**config.mk**
```make
export PLATFORM = sky130hd
export DESIGN_NAME = crc_framed_packet_parser_top_flat
export DESIGN_NICKNAME = d
export VERILOG_FILES = /design/src/rtl/cfp_pkg.sv /design/src/rtl/cfp_if.sv /design/src/rtl/cfp_crc_unit.sv /design/src/rtl/cfp_payload_mem.sv /design/src/rtl/crc_framed_packet_parser_top.sv /design/src/flat_wrapper.sv
export SDC_FILE = /design/constraint.sdc
export NUM_CORES = 1
export LEC_CHECK = 0
export ABC_AREA = 1
export CORE_UTILIZATION = 40
export CTS_CLUSTER_DIAMETER = 40
export DETAILED_ROUTE_END_ITERATION = 6
export DONT_BUFFER_PORTS = 1
export PLACE_DENSITY = 0.59
export SLEW_MARGIN = 10
export SYNTH_ARGS = -nofsm -noshare
export SYNTH_HDL_FRONTEND = slang
export SYNTH_SLANG_ARGS = --single-unit
```
**constraint.sdc**
```tcl
create_clock -name clock -period 4.7 [get_ports clock]
set_input_delay 0.235 -clock clock [delete_from_list [all_inputs] [get_ports clock]]
set_output_delay 0.235 -clock clock [all_outputs]
set_load 0.02 [all_outputs]
```
**src/rtl/cfp_pkg.sv**
```systemverilog
package cfp_pkg;

   // Parser position within a frame.
   typedef enum logic [3:0] {
      PH_HEAD1 = 4'd0,
      PH_HEAD2 = 4'd1,
      PH_CMD   = 4'd2,
      PH_LEN   = 4'd3,
      PH_PAY   = 4'd4,
      PH_CRCH  = 4'd5,
      PH_CRCL  = 4'd6,
      PH_TAIL1 = 4'd7,
      PH_TAIL2 = 4'd8
   } phase_type;

   // Sequencer: taking bytes, reading the payload store, loading a result.
   typedef enum logic [1:0] {
      CTL_IDLE = 2'd0,
      CTL_READ = 2'd1,
      CTL_LOAD = 2'd2
   } ctl_type;

   // Command from the sequencer to the CRC unit.
   typedef struct packed {
      logic       start;
      logic       seed_init;
      logic [7:0] data;
   } crc_cmd_type;

   localparam logic [2:0] CSR_HEAD_FIRST    = 3'd0;
   localparam logic [2:0] CSR_HEAD_SECOND   = 3'd1;
   localparam logic [2:0] CSR_TAIL_FIRST    = 3'd2;
   localparam logic [2:0] CSR_TAIL_SECOND   = 3'd3;
   localparam logic [2:0] CSR_PAYLOAD_LIMIT = 3'd4;

   localparam logic [15:0] CRC_INIT = 16'hFFFF;
   localparam logic [15:0] CRC_POLY = 16'h1021;

endpackage

```
**src/rtl/cfp_if.sv**
```systemverilog
interface cfp_byte_if;
   logic       valid;
   logic       ready;
   logic [7:0] rx_byte;

   modport source (output valid, output rx_byte, input ready);
   modport sink   (input valid, input rx_byte, output ready);
endinterface

interface cfp_result_if;
   logic       valid;
   logic       ready;
   logic [7:0] command;
   logic [6:0] frame_length;
   logic [5:0] byte_index;
   logic [7:0] payload_byte;
   logic       has_payload;
   logic       last;

   modport source (output valid, output command, output frame_length, output byte_index,
                   output payload_byte, output has_payload, output last, input ready);
   modport sink   (input valid, input command, input frame_length, input byte_index,
                   input payload_byte, input has_payload, input last, output ready);
endinterface

```
**src/rtl/cfp_crc_unit.sv**
```systemverilog
module cfp_crc_unit
   import cfp_pkg::*;
(
   input  logic        clock,
   input  logic        reset,
   input  crc_cmd_type cmd,
   output logic        busy,
   output logic [15:0] crc
);

   logic [15:0] crc_ff, crc_in;
   logic        busy_ff, busy_in;
   logic [15:0] base;

   // Four bits of the MSB-first CRC shift per call.
   function automatic logic [15:0] step4(input logic [15:0] c_init);
      logic [15:0] c;
      c = c_init;
      for (int k = 0; k < 4; k++) begin
         if (c[15]) c = {c[14:0], 1'b0} ^ CRC_POLY;
         else       c = {c[14:0], 1'b0};
      end
      return c;
   endfunction

   // A byte is folded in as two halves: the first half on the start cycle,
   // the second half on the next one.
   always_comb begin
      base    = cmd.seed_init ? CRC_INIT : crc_ff;
      crc_in  = crc_ff;
      busy_in = 1'b0;
      if (cmd.start) begin
         crc_in  = step4(base ^ {cmd.data, 8'h00});
         busy_in = 1'b1;
      end else if (busy_ff) begin
         crc_in  = step4(crc_ff);
      end
   end

   always_ff @(posedge clock) begin
      if (reset) begin
         crc_ff  <= CRC_INIT;
         busy_ff <= 1'b0;
      end else begin
         crc_ff  <= crc_in;
         busy_ff <= busy_in;
      end
   end

   assign busy = busy_ff;
   assign crc  = crc_ff;

endmodule

```
**src/rtl/cfp_payload_mem.sv**
```systemverilog
module cfp_payload_mem #(
   parameter int DEPTH = 64,
   parameter int AW    = 6
) (
   input  logic          clock,
   input  logic          we,
   input  logic [AW-1:0] waddr,
   input  logic [7:0]    wdata,
   input  logic          re,
   input  logic [AW-1:0] raddr,
   output logic [7:0]    rdata
);

   logic [7:0] mem [DEPTH];
   logic [7:0] rdata_ff;

   always_ff @(posedge clock) begin
      if (we) mem[waddr] <= wdata;
   end

   always_ff @(posedge clock) begin
      if (re) rdata_ff <= mem[raddr];
   end

   assign rdata = rdata_ff;

endmodule

```
**src/rtl/crc_framed_packet_parser_top.sv**
```systemverilog
// Byte-serial framed packet receiver. Each transfer on req carries one received
// byte; frames are head, head, command, length, payload, CRC high, CRC low,
// tail, tail, with a CRC-16 CCITT-FALSE over head through payload. A byte that
// feeds the CRC holds off the next byte while the CRC unit, which folds in four
// bits per cycle, works on its second half. After the second tail byte of a good
// frame the block streams one rsp transfer per payload byte (or one empty
// result for a zero-length frame), each made by a registered read of the
// payload store followed by a load of the output register, and takes no bytes
// until the last result is loaded. A result waiting in the output register
// does not hold off new bytes. The frame heads, tails and length limit are
// written over the csr port by the user only while idle; the block does not enforce it.
module crc_framed_packet_parser_top
   import cfp_pkg::*;
#(
   parameter int MAX_PAYLOAD = 64
) (
   input  logic         clock,
   input  logic         reset,
   cfp_byte_if.sink     req,
   cfp_result_if.source rsp,
   input  logic         csr_we,
   input  logic [2:0]   csr_index,
   input  logic [7:0]   csr_wdata
);

   localparam int         AW      = (MAX_PAYLOAD > 1) ? $clog2(MAX_PAYLOAD) : 1;
   localparam logic [7:0] MAX_LEN = 8'(MAX_PAYLOAD);

   phase_type   phase_ff, phase_in;
   ctl_type     ctl_ff, ctl_in;
   logic [7:0]  head1_ff, head1_in, head2_ff, head2_in;
   logic [7:0]  tail1_ff, tail1_in, tail2_ff, tail2_in;
   logic [6:0]  limit_ff, limit_in;
   logic [7:0]  cmd_ff, cmd_in;
   logic [6:0]  len_ff, len_in;
   logic [6:0]  rem_ff, rem_in;
   logic [6:0]  wpos_ff, wpos_in;
   logic [6:0]  rd_ff, rd_in;
   logic [15:0] rcrc_ff, rcrc_in;

   logic        rsp_valid_ff, rsp_valid_in;
   logic [7:0]  rsp_cmd_ff, rsp_cmd_in;
   logic [6:0]  rsp_len_ff, rsp_len_in;
   logic [5:0]  rsp_idx_ff, rsp_idx_in;
   logic [7:0]  rsp_byte_ff, rsp_byte_in;
   logic        rsp_has_ff, rsp_has_in;
   logic        rsp_last_ff, rsp_last_in;

   crc_cmd_type crc_cmd;
   logic        crc_busy;
   logic [15:0] crc_value;

   logic          mem_we, mem_re;
   logic [AW-1:0] mem_waddr, mem_raddr;
   logic [7:0]    mem_rdata;

   logic       accept;
   logic [7:0] rx;
   logic [7:0] limit_eff;
   logic       last_now;

   cfp_crc_unit u_crc (
      .clock (clock),
      .reset (reset),
      .cmd   (crc_cmd),
      .busy  (crc_busy),
      .crc   (crc_value)
   );

   cfp_payload_mem #(
      .DEPTH (MAX_PAYLOAD),
      .AW    (AW)
   ) u_mem (
      .clock (clock),
      .we    (mem_we),
      .waddr (mem_waddr),
      .wdata (rx),
      .re    (mem_re),
      .raddr (mem_raddr),
      .rdata (mem_rdata)
   );

   assign req.ready = (ctl_ff == CTL_IDLE) && !crc_busy;
   assign accept    = req.valid && req.ready;
   assign rx        = req.rx_byte;

   assign limit_eff = ({1'b0, limit_ff} > MAX_LEN) ? MAX_LEN : {1'b0, limit_ff};
   assign last_now  = (len_ff == 7'd0) || (rd_ff == (len_ff - 7'd1));

   always_comb begin
      phase_in     = phase_ff;
      ctl_in       = ctl_ff;
      head1_in     = head1_ff;
      head2_in     = head2_ff;
      tail1_in     = tail1_ff;
      tail2_in     = tail2_ff;
      limit_in     = limit_ff;
      cmd_in       = cmd_ff;
      len_in       = len_ff;
      rem_in       = rem_ff;
      wpos_in      = wpos_ff;
      rd_in        = rd_ff;
      rcrc_in      = rcrc_ff;
      rsp_valid_in = rsp_valid_ff;
      rsp_cmd_in   = rsp_cmd_ff;
      rsp_len_in   = rsp_len_ff;
      rsp_idx_in   = rsp_idx_ff;
      rsp_byte_in  = rsp_byte_ff;
      rsp_has_in   = rsp_has_ff;
      rsp_last_in  = rsp_last_ff;
      crc_cmd      = '0;
      crc_cmd.data = rx;
      mem_we       = 1'b0;
      mem_re       = 1'b0;
      mem_waddr    = AW'(wpos_ff);
      mem_raddr    = AW'(rd_ff);

      if (csr_we) begin
         unique case (csr_index)
            CSR_HEAD_FIRST:    head1_in = csr_wdata;
            CSR_HEAD_SECOND:   head2_in = csr_wdata;
            CSR_TAIL_FIRST:    tail1_in = csr_wdata;
            CSR_TAIL_SECOND:   tail2_in = csr_wdata;
            CSR_PAYLOAD_LIMIT: limit_in = csr_wdata[6:0];
            default: ;
         endcase
      end

      if (rsp_valid_ff && rsp.ready) rsp_valid_in = 1'b0;

      if (accept) begin
         unique case (phase_ff)
            PH_HEAD1: begin
               if (rx == head1_ff) begin
                  crc_cmd.start     = 1'b1;
                  crc_cmd.seed_init = 1'b1;
                  phase_in          = PH_HEAD2;
               end
            end
            PH_HEAD2: begin
               if (rx == head2_ff) begin
                  crc_cmd.start = 1'b1;
                  phase_in      = PH_CMD;
               end else begin
                  phase_in = PH_HEAD1;
               end
            end
            PH_CMD: begin
               cmd_in        = rx;
               crc_cmd.start = 1'b1;
               phase_in      = PH_LEN;
            end
            PH_LEN: begin
               if (rx > limit_eff) begin
                  phase_in = PH_HEAD1;
               end else begin
                  crc_cmd.start = 1'b1;
                  len_in        = rx[6:0];
                  rem_in        = rx[6:0];
                  wpos_in       = 7'd0;
                  phase_in      = (rx != 8'd0) ? PH_PAY : PH_CRCH;
               end
            end
            PH_PAY: begin
               mem_we        = 1'b1;
               wpos_in       = wpos_ff + 7'd1;
               crc_cmd.start = 1'b1;
               rem_in        = rem_ff - 7'd1;
               if (rem_ff == 7'd1) phase_in = PH_CRCH;
            end
            PH_CRCH: begin
               rcrc_in  = {rx, 8'h00};
               phase_in = PH_CRCL;
            end
            PH_CRCL: begin
               rcrc_in  = {rcrc_ff[15:8], rx};
               phase_in = PH_TAIL1;
            end
            PH_TAIL1: begin
               phase_in = (rx == tail1_ff) ? PH_TAIL2 : PH_HEAD1;
            end
            PH_TAIL2: begin
               phase_in = PH_HEAD1;
               if ((rx == tail2_ff) && (crc_value == rcrc_ff)) begin
                  rd_in  = 7'd0;
                  ctl_in = (len_ff == 7'd0) ? CTL_LOAD : CTL_READ;
               end
            end
            default: phase_in = PH_HEAD1;
         endcase
      end

      unique case (ctl_ff)
         CTL_IDLE: ;
         CTL_READ: begin
            mem_re = 1'b1;
            ctl_in = CTL_LOAD;
         end
         CTL_LOAD: begin
            // The read data holds until the output register frees up.
            if (!rsp_valid_ff || rsp.ready) begin
               rsp_valid_in = 1'b1;
               rsp_cmd_in   = cmd_ff;
               rsp_len_in   = len_ff;
               rsp_idx_in   = rd_ff[5:0];
               rsp_has_in   = (len_ff != 7'd0);
               rsp_byte_in  = (len_ff != 7'd0) ? mem_rdata : 8'd0;
               rsp_last_in  = last_now;
               if (last_now) begin
                  ctl_in = CTL_IDLE;
               end else begin
                  rd_in  = rd_ff + 7'd1;
                  ctl_in = CTL_READ;
               end
            end
         end
         default: ctl_in = CTL_IDLE;
      endcase
   end

   always_ff @(posedge clock) begin
      if (reset) begin
         phase_ff     <= PH_HEAD1;
         ctl_ff       <= CTL_IDLE;
         head1_ff     <= 8'hAA;
         head2_ff     <= 8'h55;
         tail1_ff     <= 8'h55;
         tail2_ff     <= 8'hAA;
         limit_ff     <= 7'd64;
         cmd_ff       <= 8'd0;
         len_ff       <= 7'd0;
         rem_ff       <= 7'd0;
         wpos_ff      <= 7'd0;
         rd_ff        <= 7'd0;
         rcrc_ff      <= 16'd0;
         rsp_valid_ff <= 1'b0;
      end else begin
         phase_ff     <= phase_in;
         ctl_ff       <= ctl_in;
         head1_ff     <= head1_in;
         head2_ff     <= head2_in;
         tail1_ff     <= tail1_in;
         tail2_ff     <= tail2_in;
         limit_ff     <= limit_in;
         cmd_ff       <= cmd_in;
         len_ff       <= len_in;
         rem_ff       <= rem_in;
         wpos_ff      <= wpos_in;
         rd_ff        <= rd_in;
         rcrc_ff      <= rcrc_in;
         rsp_valid_ff <= rsp_valid_in;
      end
   end

   always_ff @(posedge clock) begin
      rsp_cmd_ff  <= rsp_cmd_in;
      rsp_len_ff  <= rsp_len_in;
      rsp_idx_ff  <= rsp_idx_in;
      rsp_byte_ff <= rsp_byte_in;
      rsp_has_ff  <= rsp_has_in;
      rsp_last_ff <= rsp_last_in;
   end

   assign rsp.valid        = rsp_valid_ff;
   assign rsp.command      = rsp_cmd_ff;
   assign rsp.frame_length = rsp_len_ff;
   assign rsp.byte_index   = rsp_idx_ff;
   assign rsp.payload_byte = rsp_byte_ff;
   assign rsp.has_payload  = rsp_has_ff;
   assign rsp.last         = rsp_last_ff;

endmodule
```
**src/flat_wrapper.sv**
```systemverilog
// flat-port wrapper written by rule: the top's interface ports become plain ports
module crc_framed_packet_parser_top_flat import cfp_pkg::*;
#(
   parameter int MAX_PAYLOAD = 64
)
  (clock, reset, csr_we, csr_index, csr_wdata, req_valid, req_rx_byte, req_ready, rsp_valid, rsp_command, rsp_frame_length, rsp_byte_index, rsp_payload_byte, rsp_has_payload, rsp_last, rsp_ready);
  cfp_byte_if req_i ();
  cfp_result_if rsp_i ();
  input  logic clock;
  input  logic reset;
  input  logic csr_we;
  input  logic [2:0] csr_index;
  input  logic [7:0] csr_wdata;
  input wire logic [$bits(req_i.valid)-1:0] req_valid;
  input wire logic [$bits(req_i.rx_byte)-1:0] req_rx_byte;
  output wire logic [$bits(req_i.ready)-1:0] req_ready;
  output wire logic [$bits(rsp_i.valid)-1:0] rsp_valid;
  output wire logic [$bits(rsp_i.command)-1:0] rsp_command;
  output wire logic [$bits(rsp_i.frame_length)-1:0] rsp_frame_length;
  output wire logic [$bits(rsp_i.byte_index)-1:0] rsp_byte_index;
  output wire logic [$bits(rsp_i.payload_byte)-1:0] rsp_payload_byte;
  output wire logic [$bits(rsp_i.has_payload)-1:0] rsp_has_payload;
  output wire logic [$bits(rsp_i.last)-1:0] rsp_last;
  input wire logic [$bits(rsp_i.ready)-1:0] rsp_ready;
  assign req_i.valid = req_valid;
  assign req_i.rx_byte = req_rx_byte;
  assign req_ready = req_i.ready;
  assign rsp_valid = rsp_i.valid;
  assign rsp_command = rsp_i.command;
  assign rsp_frame_length = rsp_i.frame_length;
  assign rsp_byte_index = rsp_i.byte_index;
  assign rsp_payload_byte = rsp_i.payload_byte;
  assign rsp_has_payload = rsp_i.has_payload;
  assign rsp_last = rsp_i.last;
  assign rsp_i.ready = rsp_ready;
  crc_framed_packet_parser_top #(.MAX_PAYLOAD(MAX_PAYLOAD)) u_core (.clock(clock), .reset(reset), .req(req_i), .rsp(rsp_i), .csr_we(csr_we), .csr_index(csr_index), .csr_wdata(csr_wdata));
endmodule
```
==> key figures <==
Logic synthesis
  – Synthesis warning total: 0
  – Mean Syn Cell Area: 11.1 um2
  – Mapped Nets: between 2000 and 3000
  – Top FF cell, synth: edfxtp_1
  – Seq cells post-synth: 665
  – Register area share after synthesis: 0.681
  – Number of distinct library cells after synthesis: between 40 and 50
  – Cells after Synth: 2489
  – Post-synth EDFFs: 551
  – Synthesized area: 27700 um2
  – Async S/R FF share, synth: 0

Clock tree
  – Setup bufs post-CTS: 0
  – Root buffer cell: clkbuf_16
  – CTS resizes: 0
  – Clk buf depth: 3
  – Clk_lat worst skew: around 0.64 ns
  – CTS H-tree lvls: 3
  – Num CTS Buffers: 90
  – Worst-path clk slew: 0.06 ns
  – TritonCTS clock tree: done
  – Clock sink count: approximately 670

Finish
  – Most frequent cells in the layout: edfxtp_1, nor2_1, o21ai_0, nand2_1, inv_1
  – Layout cells sized above 1: 0.0938
  – Synthesis-to-layout area growth: 15.3%
  – Nets@finish: roughly 2500
  – Design Area, Final: roughly 32000 um2
  – Most common cell after layout, fill and taps aside: edfxtp_1

Timing
  – Slew Limit Fails: 0
  – Slew Limit Headroom: 0.194
  – Worst Skew: ~0.036 ns
  – Final setup vio count: 0
  – Final hold vios: 0
  – Final WS setup: 1.70 ns
  – RSZ-0062 raised after global routing: false
  – TNS Setup: 0 ns
  – Post-route minimum period: between 2 and 3 ns
  – Worst slew pin tran: ~1.2 ns
  – Crit share post-route: 0.638
  – Max Fclk: roughly 330 MHz

Floorplan
  – Core Area: around 68000 um2
  – Die Ht: about 260 um
  – Initial core utilization: 0.404
  – Die X: 265 um
  – Die area: around 70000 um2
  – # IOs: 57
  – Std cell rows: 96

Placement
  – I/O Buffers: 0
  – Placer congestion estimate: 0.837
  – Post-Place Cell Area: about 28000 um2
  – Final HPWL DP: 42500 um
  – DP Worst Slack: between 1.5 and 2 ns

Drt
  – 1st-iter DRT viols: roughly 2100
  – Drt wl/cell: around 22 um
  – DR pass1 iterations: 6
  – DRT Wirelength: between 70000 and 80000 um
  – Residual DRC: 0
  – Via density: approximately 5.7
  – DR vias: between 15000 and 20000
  – Antenna Nets Post-Route: 0

Global route
  – First-pass GRT wire length: 117000 um
  – Vias in the first global route: approximately 19000
  – Largest net degree at the start of global routing: around 170
  – Total track usage: 0.221
  – Total gr overflow: 0
  – Initial antenna violation count: 2

Pwr
  – Leakage: 0.0111 uW
  – Pwr/cell area: between 400 and 500 nW/um2
  – Worst vdd ir: approximately 0.29 mV

Hold path
  – Hold Path Class: in -> reg

Worst setup path
  – Largest stage delay, worst path: approximately 0.84 ns
  – Crit path launch type: flip-flop
  – Crit end category: flip-flop
  – Crit-path cells: inv_2, nand2_2, nor3b_4, inv_4, nor2_4, nand2_4, nor2_4, nand3_2, nor2_1
  – Worst-path fanout max: 8
  – CP Class: reg -> reg
  – Crit path DAT: 3.23 ns
  – WP data required: just under 5 ns
  – Critical Path Most Common Cell: nor2_4
  – Crit path max-delay cell type: nor2_1

Run
  – Max-cap viol count: 0

Status
  – Status: finished clean
kinds of logic (layout without fill, tap and decap cells):
family                     Yosys count  in the layout  synth area share
and+or+nand+nor                    895            895             0.135
DFF                                665            665             0.681
AOI/OAI and AO/OA                  599            599             0.123
buffers and inverters              274            355            0.0420
xor gates and xnor gates            44             44            0.0139
adders and majority gates           12             12           0.00543
other                                0              2                 0
metrics by stage:
step	hold slack (ns)	utilization	power, uW	instances
2_1_floorplan	0.334	-	6640	2489
3_3_place_gp	0.309	0.413	6640	3251
4_1_cts	0.00346	0.466	13700	3452
3_5_place_dp	0.311	0.413	6650	3251
5_1_grt	0.0142	0.466	14000	3452
6_report	0.00840	0.466	13600	3454
path summary, 6_finish.rpt:
| check | from | end | cells past startpoint | slack, ns |
|---|---|---|---|---|
| worst min register to register | u_core.cmd_ff[0]$_SDFFE_PP0P_ | u_core.rsp.command[0]$_DFFE_PP_ | 0 | 0.42 |
| worst max-delay path | u_core.ctl_ff[1]$_SDFF_PP0_ | u_core.u_mem.mem[16][5]$_DFFE_PP_ | 9 | 1.70 |
| worst min-delay path | req_rx_byte[3] | u_core.u_mem.mem[55][3]$_DFFE_PP_ | 1 | 0.008 |
| worst max register to register | u_core.ctl_ff[1]$_SDFF_PP0_ | u_core.u_mem.mem[16][5]$_DFFE_PP_ | 9 | 1.70 |
cell type report:
class	count	area, um2
Sequential cell	665	18800
Antenna cell	2	5.00
Clock buffer	96	2340
Multi-Input combinational cell	1550	7690
Fill cell	6190	36600
Clock inverter	72	772
Inverter	141	554
Tap cell	882	1100
Timing Repair Buffer	46	593
timing repair:
action	in CTS	in global routing
hold buffers	33	0
hold endpoints to repair	598	0
setup endpoints to repair	0	0
state kept, by name, summed over array words and instances, names as in the netlist, 4 cells and up:
name                     flops
u_core.rem_ff                7
u_core.rsp.command           8
u_core.u_mem.rdata           8
u_core.rsp.byte_index        6
u_core.limit_ff              7
u_core.rd_ff                 7
u_core.cmd_ff                8
u_core.rcrc_ff              16
u_core.rsp.frame_length      7
u_core.tail1_ff              8
u_core.head2_ff              8
u_core.tail2_ff              8
u_core.head1_ff              8
u_core.phase_ff              4
u_core.len_ff                7
u_core.u_crc.crc            16
u_core.rsp.payload_byte      8
u_core.u_mem.mem           512
u_core.wpos_ff               6
cell usage after synthesis, types with 3 or more instances:
library cell | count | area share
edfxtp_1 | 551 | 0.60
nor2_1 | 427 | 0.058
o21ai_0 | 342 | 0.062
nand2_1 | 297 | 0.040
inv_1 | 122 | 0.017
dfxtp_1 | 114 | 0.082
nand3_1 | 98 | 0.018
clkbuf_1 | 87 | 0.012
o22ai_1 | 82 | 0.019
a21oi_1 | 77 | 0.014
o221ai_1 | 52 | 0.016
buf_2 | 30 | 0.0054
xor2_1 | 27 | 0.0085
o211ai_1 | 26 | 0.0071
nand4_1 | 20 | 0.0045
xnor2_1 | 17 | 0.0054
nor3_1 | 14 | 0.0025
ha_1 | 12 | 0.0054
a211oi_1 | 10 | 0.0027
nand3_2 | 9 | 0.0033
buf_4 | 8 | 0.0022
inv_2 | 8 | 0.0011
inv_4 | 7 | 0.0016
nor2_2 | 7 | 0.0016
nor4_1 | 7 | 0.0016
buf_6 | 6 | 0.0024
nand2_2 | 5 | 0.0011
nand2_4 | 4 | 0.0016
nor2_4 | 4 | 0.0016
clkinv_1 | 3 | 0.00041
routing by layer:
metal / global-route usage / vias up / share of wire
met2: 0.360 / 863 / 0.47
li1: - / 8927 / -
met4: 0.0951 / 2 / 0.039
met1: 0.291 / 9581 / 0.41
met3: 0.0365 / 165 / 0.081
met5: 0 / - / 0.00017
where the power goes:
group | switching (uW) | internal [uW] | leakage (uW)
Combinational | 214 | 76.9 | 0.00370
Clock | 2750 | 4200 | 0.00150
Sequential | 12.2 | 6380 | 0.00588
critical path, delay by kind of cell, from the launching register on:
family        cells  cell delay, ns
buf+inv           2            0.17
flops             1            0.33
simple gates      7            2.10
Note: power is estimated with default switching activity, not from simulation.
